--- config.mk ---
export PLATFORM = sky130hd
export DESIGN_NAME = rcpi_ctrl
export DESIGN_NICKNAME = d
export VERILOG_FILES = /design/src/sv/rcpi_pkg.sv /design/src/sv/rcpi_ctrl.sv
export SDC_FILE = /design/constraint.sdc
export NUM_CORES = 1
export LEC_CHECK = 0
export BUFFER_PORTS_ARGS = -buffer_cell sky130_fd_sc_hd__clkbuf_2
export CELL_PAD_IN_SITES_DETAIL_PLACEMENT = 1
export CELL_PAD_IN_SITES_GLOBAL_PLACEMENT = 1
export CORE_MARGIN = 3
export CORE_UTILIZATION = 32
export DETAILED_ROUTE_END_ITERATION = 6
export MAX_ROUTING_LAYER = met4
export PLACE_DENSITY = 0.76
export SYNTH_ARGS = -nofsm -noshare
export SYNTH_HDL_FRONTEND = slang
export SYNTH_SLANG_ARGS = --single-unit
--- constraint.sdc ---
create_clock -name clock -period 3.1 [get_ports clock]
set_clock_uncertainty 0.2 [all_clocks]
set_input_delay 0.465 -clock clock [delete_from_list [all_inputs] [get_ports clock]]
set_output_delay 0.465 -clock clock [all_outputs]
set_load 0.02 [all_outputs]
--- src/sv/rcpi_pkg.sv ---
// Shared types and constants for the refined cell parent index block.
// No dependencies; imported by every module of the block but rcpi_ram.
package rcpi_pkg;

   // Field widths fixed by the word format
   localparam int CoordBits       = 16;
   localparam int OffsetBits      = 32;
   localparam int BoxNumBits      = 6;
   localparam int MaxBoxesDefault = 64;

   // Command codes carried in the request word
   typedef enum logic [1:0] {
      CMD_CLEAR  = 2'd0,
      CMD_APPEND = 2'd1,
      CMD_QUERY  = 2'd2,
      CMD_NOP    = 2'd3
   } cmd_type;

   // Status codes returned in the response word
   typedef enum logic [1:0] {
      STATUS_OK   = 2'd0,
      STATUS_MISS = 2'd1,
      STATUS_FULL = 2'd2
   } status_type;

   // Fixed responses that need no datapath work
   typedef enum logic [1:0] {
      RES_NONE = 2'd0,
      RES_OK   = 2'd1,
      RES_MISS = 2'd2,
      RES_FULL = 2'd3
   } res_kind_type;

   // Controller states
   typedef enum logic [3:0] {
      ST_IDLE,
      ST_APP_SPAN,
      ST_APP_MUL,
      ST_APP_ACC,
      ST_QRY_FIRST,
      ST_QRY_SCAN,
      ST_QRY_MUL,
      ST_QRY_SUM,
      ST_RESP
   } state_type;

   // One stored box: corners and starting flat offset
   typedef struct packed {
      logic [CoordBits-1:0]  lo_x;
      logic [CoordBits-1:0]  lo_y;
      logic [CoordBits-1:0]  hi_x;
      logic [CoordBits-1:0]  hi_y;
      logic [OffsetBits-1:0] start;
   } box_entry_type;

   // Controller to datapath commands
   typedef struct packed {
      logic         load;
      logic         clear_tbl;
      res_kind_type res;
      logic         app_span;
      logic         scan_first;
      logic         scan_next;
      logic         hit_take;
      logic         mul;
      logic         app_acc;
      logic         qry_sum;
   } ctrl_cmd_type;

   // Datapath to controller status
   typedef struct packed {
      logic full;
      logic empty;
      logic hit;
      logic last;
   } dp_stat_type;

endpackage

--- src/sv/rcpi_ctrl.sv ---
// Controller state machine for the refined cell parent index block.
// Depends on rcpi_pkg; drives rcpi_dp through command and status structs.
module rcpi_ctrl (
   input  logic                  clock,
   input  logic                  reset,
   input  logic                  start,
   input  rcpi_pkg::cmd_type     req_cmd,
   input  rcpi_pkg::dp_stat_type stat,
   output rcpi_pkg::ctrl_cmd_type cmd,
   output logic                  busy,
   output logic                  rsp_strobe
);
   import rcpi_pkg::*;

   state_type state_ff;
   state_type state_in;

   // Next state
   always_comb begin
      state_in = state_ff;
      unique case (state_ff)
         ST_IDLE: begin
            if (start) begin
               unique case (req_cmd)
                  CMD_CLEAR:  state_in = ST_RESP;
                  CMD_APPEND: state_in = stat.full ? ST_RESP : ST_APP_SPAN;
                  CMD_QUERY:  state_in = stat.empty ? ST_RESP : ST_QRY_FIRST;
                  CMD_NOP:    state_in = ST_RESP;
                  default:    state_in = ST_RESP;
               endcase
            end
         end
         ST_APP_SPAN:  state_in = ST_APP_MUL;
         ST_APP_MUL:   state_in = ST_APP_ACC;
         ST_APP_ACC:   state_in = ST_RESP;
         ST_QRY_FIRST: state_in = ST_QRY_SCAN;
         ST_QRY_SCAN: begin
            priority if (stat.hit) begin
               state_in = ST_QRY_MUL;
            end else if (stat.last) begin
               state_in = ST_RESP;
            end else begin
               state_in = ST_QRY_SCAN;
            end
         end
         ST_QRY_MUL:   state_in = ST_QRY_SUM;
         ST_QRY_SUM:   state_in = ST_RESP;
         ST_RESP:      state_in = ST_IDLE;
         default:      state_in = ST_IDLE;
      endcase
   end

   // Command outputs
   always_comb begin
      cmd        = '0;
      busy       = (state_ff != ST_IDLE);
      rsp_strobe = (state_ff == ST_RESP);
      unique case (state_ff)
         ST_IDLE: begin
            if (start) begin
               cmd.load = 1'b1;
               unique case (req_cmd)
                  CMD_CLEAR: begin
                     cmd.clear_tbl = 1'b1;
                     cmd.res       = RES_OK;
                  end
                  CMD_APPEND: begin
                     if (stat.full) begin
                        cmd.res = RES_FULL;
                     end
                  end
                  CMD_QUERY: begin
                     if (stat.empty) begin
                        cmd.res = RES_MISS;
                     end
                  end
                  CMD_NOP:  cmd.res = RES_OK;
                  default:  cmd.res = RES_OK;
               endcase
            end
         end
         ST_APP_SPAN:  cmd.app_span   = 1'b1;
         ST_APP_MUL:   cmd.mul        = 1'b1;
         ST_APP_ACC:   cmd.app_acc    = 1'b1;
         ST_QRY_FIRST: cmd.scan_first = 1'b1;
         ST_QRY_SCAN: begin
            priority if (stat.hit) begin
               cmd.hit_take = 1'b1;
            end else if (stat.last) begin
               cmd.res = RES_MISS;
            end else begin
               cmd.scan_next = 1'b1;
            end
         end
         ST_QRY_MUL:   cmd.mul     = 1'b1;
         ST_QRY_SUM:   cmd.qry_sum = 1'b1;
         ST_RESP:      cmd         = '0;
         default:      cmd         = '0;
      endcase
   end

   // State register
   always_ff @(posedge clock) begin
      if (reset) begin
         state_ff <= ST_IDLE;
      end else begin
         state_ff <= state_in;
      end
   end

endmodule

==> results.py <==
metrics = {
    "timing": {
        "final_max_slew_viol_count": 0,
        "achievable-frequency_mhz": 445,
        "grt_setup_unrepaired": "no",
        "total_negative_setup_slack_ps": 0,
        "setup_viol_count_final": 0,
        "timing_worst_slew_pin_value_ps": 441,
        "final.period_utilization": 0.726,
        "finalCriticalPeriod_ps": 2250,
        "max_slew_margin": 0.706,
        "finalHoldViolations": 0,
        "setup_ws_ps": 851,
    },
    "critical_path": {
        "cpPeakStageDelay_ps": 440,
        "critical_path.n_buffers_inverters": 1,
        "critical_path_class": "flop to output pin",
        "critical_path_required_ps": 2430,
        "crit_path_cell_trace": "nor4_4, nand2_2, nor3_2, clkbuf_2",
        "critical_path_arrival_ps": 1580,
        "worstSetupEndpointType": "output pin",
        "critical-path-top-delay-family": "simple AND/OR/NAND/NOR gates",
        "timing.critical_path.slowest_stage_cell": "nor4_4",
        "critPathMaxFanout": 8,
        "setup.worst_path.start_class": "flop",
    },
    "floorplanning": {
        "die_h_um": 43.4,
        "die_w_um": 43.4,
        "top_level_i_o_count": 22,
        "placeableCoreArea_um2": 1200,
        "die_area_um2": 1880,
        "std_cell_rows": 12,
        "starting_density_of_the_core": 0.372,
    },
    "clock_network": {
        "cts_tree": "done",
        "cts_resized": 0,
        "holdBufCountCts": 0,
        "cts_max_level": 1,
        "cts.sinks": 4,
        "cts_setup_buffers": 0,
        "cts_clk_pin_slew_worst_paths_ps": 40,
        "insertion_delay_ps": 230,
        "clock-root-buffer": "clkbuf_4",
        "max-clock-path-buffers": 2,
        "tritoncts.num_buffers": 3,
    },
    "route": {
        "viasPerCell": 5.03,
        "drt_pass1_iterations": 4,
        "post_detailed_routing_wire_length_mm": 1.14,
        "initialDrtViolationCount": 8,
        "routed_wire_length_per_instance_um": 13.0,
        "drc": 0,
        "drt.antenna.violating_nets": 0,
        "route.vias.total": 443,
    },
    "final_layout": {
        "nNetsFinal": 88,
        "layout.cells.most_common_list": "clkbuf_2, nor2_1, inv_1, nand2_1, dfxtp_1",
        "fill_cells": 159,
        "largest_register": "state_ff",
        "layout.cells.most_common": "clkbuf_2",
        "inserted_diodes": 0,
        "syn_to_final_growth_pct": 28.3,
        "drive_above_1_share": 0.473,
        "largest_register_ff_count": 4,
        "layout_top_registers": "state_ff: 4 flops",
    },
    "synthesis": {
        "synth_cells": 52,
        "synth_nets": 64,
        "synthArstFlopShare": 0,
        "synth-seq-area-share": 0.179,
        "ys.flop_type": "dfxtp_1",
        "ys_seq_elements": 4,
        "synth-edff-count": 0,
        "synthDistinctLibCells": 27,
        "syn_avg_cell_area_um2": 8.59,
        "yosysWarnings": 0,
        "synth.cell_area_um2": 447,
    },
    "place": {
        "place.port_buffers": 21,
        "gp_routability_congestion": 0.702,
        "place_hpwl_um": 947,
        "dpl_worst_slack_ps": 1050,
    },
    "grt": {
        "globalRoute.totalOverflow": 0,
        "antenna_found_initial": 0,
        "globalRouteTotalUtil": 0.149,
        "grt_pass1_vias": 481,
        "grt_start_max_net_pins": 10,
        "grt_first_pass_wirelength_mm": 2.07,
    },
    "outcome": {
        "result_of_the_run": "complete, no violations",
    },
    "power": {
        "vdd_ir_drop_max_mv": 0.205,
        "post_layout_power_uw": 182,
        "power_density_nw_per_um2": 318,
        "p_leak_nw": 0.285,
    },
    "min_path": {
        "worstHoldPathType": "input port to flop",
    },
    "job": {
        "max_cap_viols": 0,
    },
}
[cells in the mapped netlist (2+ instances only)]
master / number / area share
a21oi_1: 2 / 0.022
and2_1: 2 / 0.028
dfxtp_1: 4 / 0.18
ha_1: 3 / 0.084
inv_1: 4 / 0.034
nand2_1: 4 / 0.034
nand2b_4: 2 / 0.062
nor2_1: 6 / 0.050
nor2_2: 2 / 0.028
nor2b_1: 2 / 0.028
nor3_1: 3 / 0.034
nor4_4: 2 / 0.095
o21a_1: 2 / 0.034
[worst min-delay path: stages]
cell and delay, ps:
clkbuf_2 70, nor2_1 50, o41ai_4 60, nor2_1 40
[per-layer routing]
metal,up-vias,GRT usage,share of wire,wire (um)
met2,12,0.212,0.47,538
met5,-,-,0,0
li1,227,-,-,-
met3,0,0.0498,0.055,63
met1,204,0.200,0.47,538
met4,0,0.0361,0,0
[path summary, 6_finish.rpt]
check	start	end	slack, ps	cells after the start
max	state_ff[0]	cmd[7]	850	4
min	reset	state_ff[1]	310	4
max reg2reg	state_ff[1]	state_ff[1]	1550	4
min reg2reg	state_ff[1]	state_ff[3]	540	2
[metrics by stage]
step / hold slack [ps] / instances / area, um2 / utilization
after detailed placement: 538 / 85 / 551 / 0.458
after CTS: 304 / 88 / 573 / 0.477
after floorplan: 413 / 52 / 447 / -
final: 306 / 88 / 573 / 0.477
after global routing: 330 / 88 / 573 / 0.477
after global placement: 531 / 85 / 551 / 0.458
[area by class of cell]
cell class | count | area, um2 | area share
Tap cell | 14 | 17.5 | 0.0306
Inverter | 4 | 15.0 | 0.0262
Multi-Input combinational cell | 42 | 333 | 0.581
Sequential cell | 4 | 80.1 | 0.140
Clock buffer | 3 | 22.5 | 0.0393
Timing Repair Buffer | 21 | 105 | 0.183
[report_power, final]
part	switching (mW)	internal, mW
logic	0.0341	0.0253
clock network	0.0204	0.0432
registers	0.00567	0.0538
total	0.0601	0.122
[kinds of logic after synthesis]
logic type / after synthesis / synth area share
buf+inv: 6 / 0.0756
fa+ha+maj: 3 / 0.0840
flops: 4 / 0.179
compound gates: 10 / 0.202
simple gates: 29 / 0.459
(Power assumes the default switching activity.)
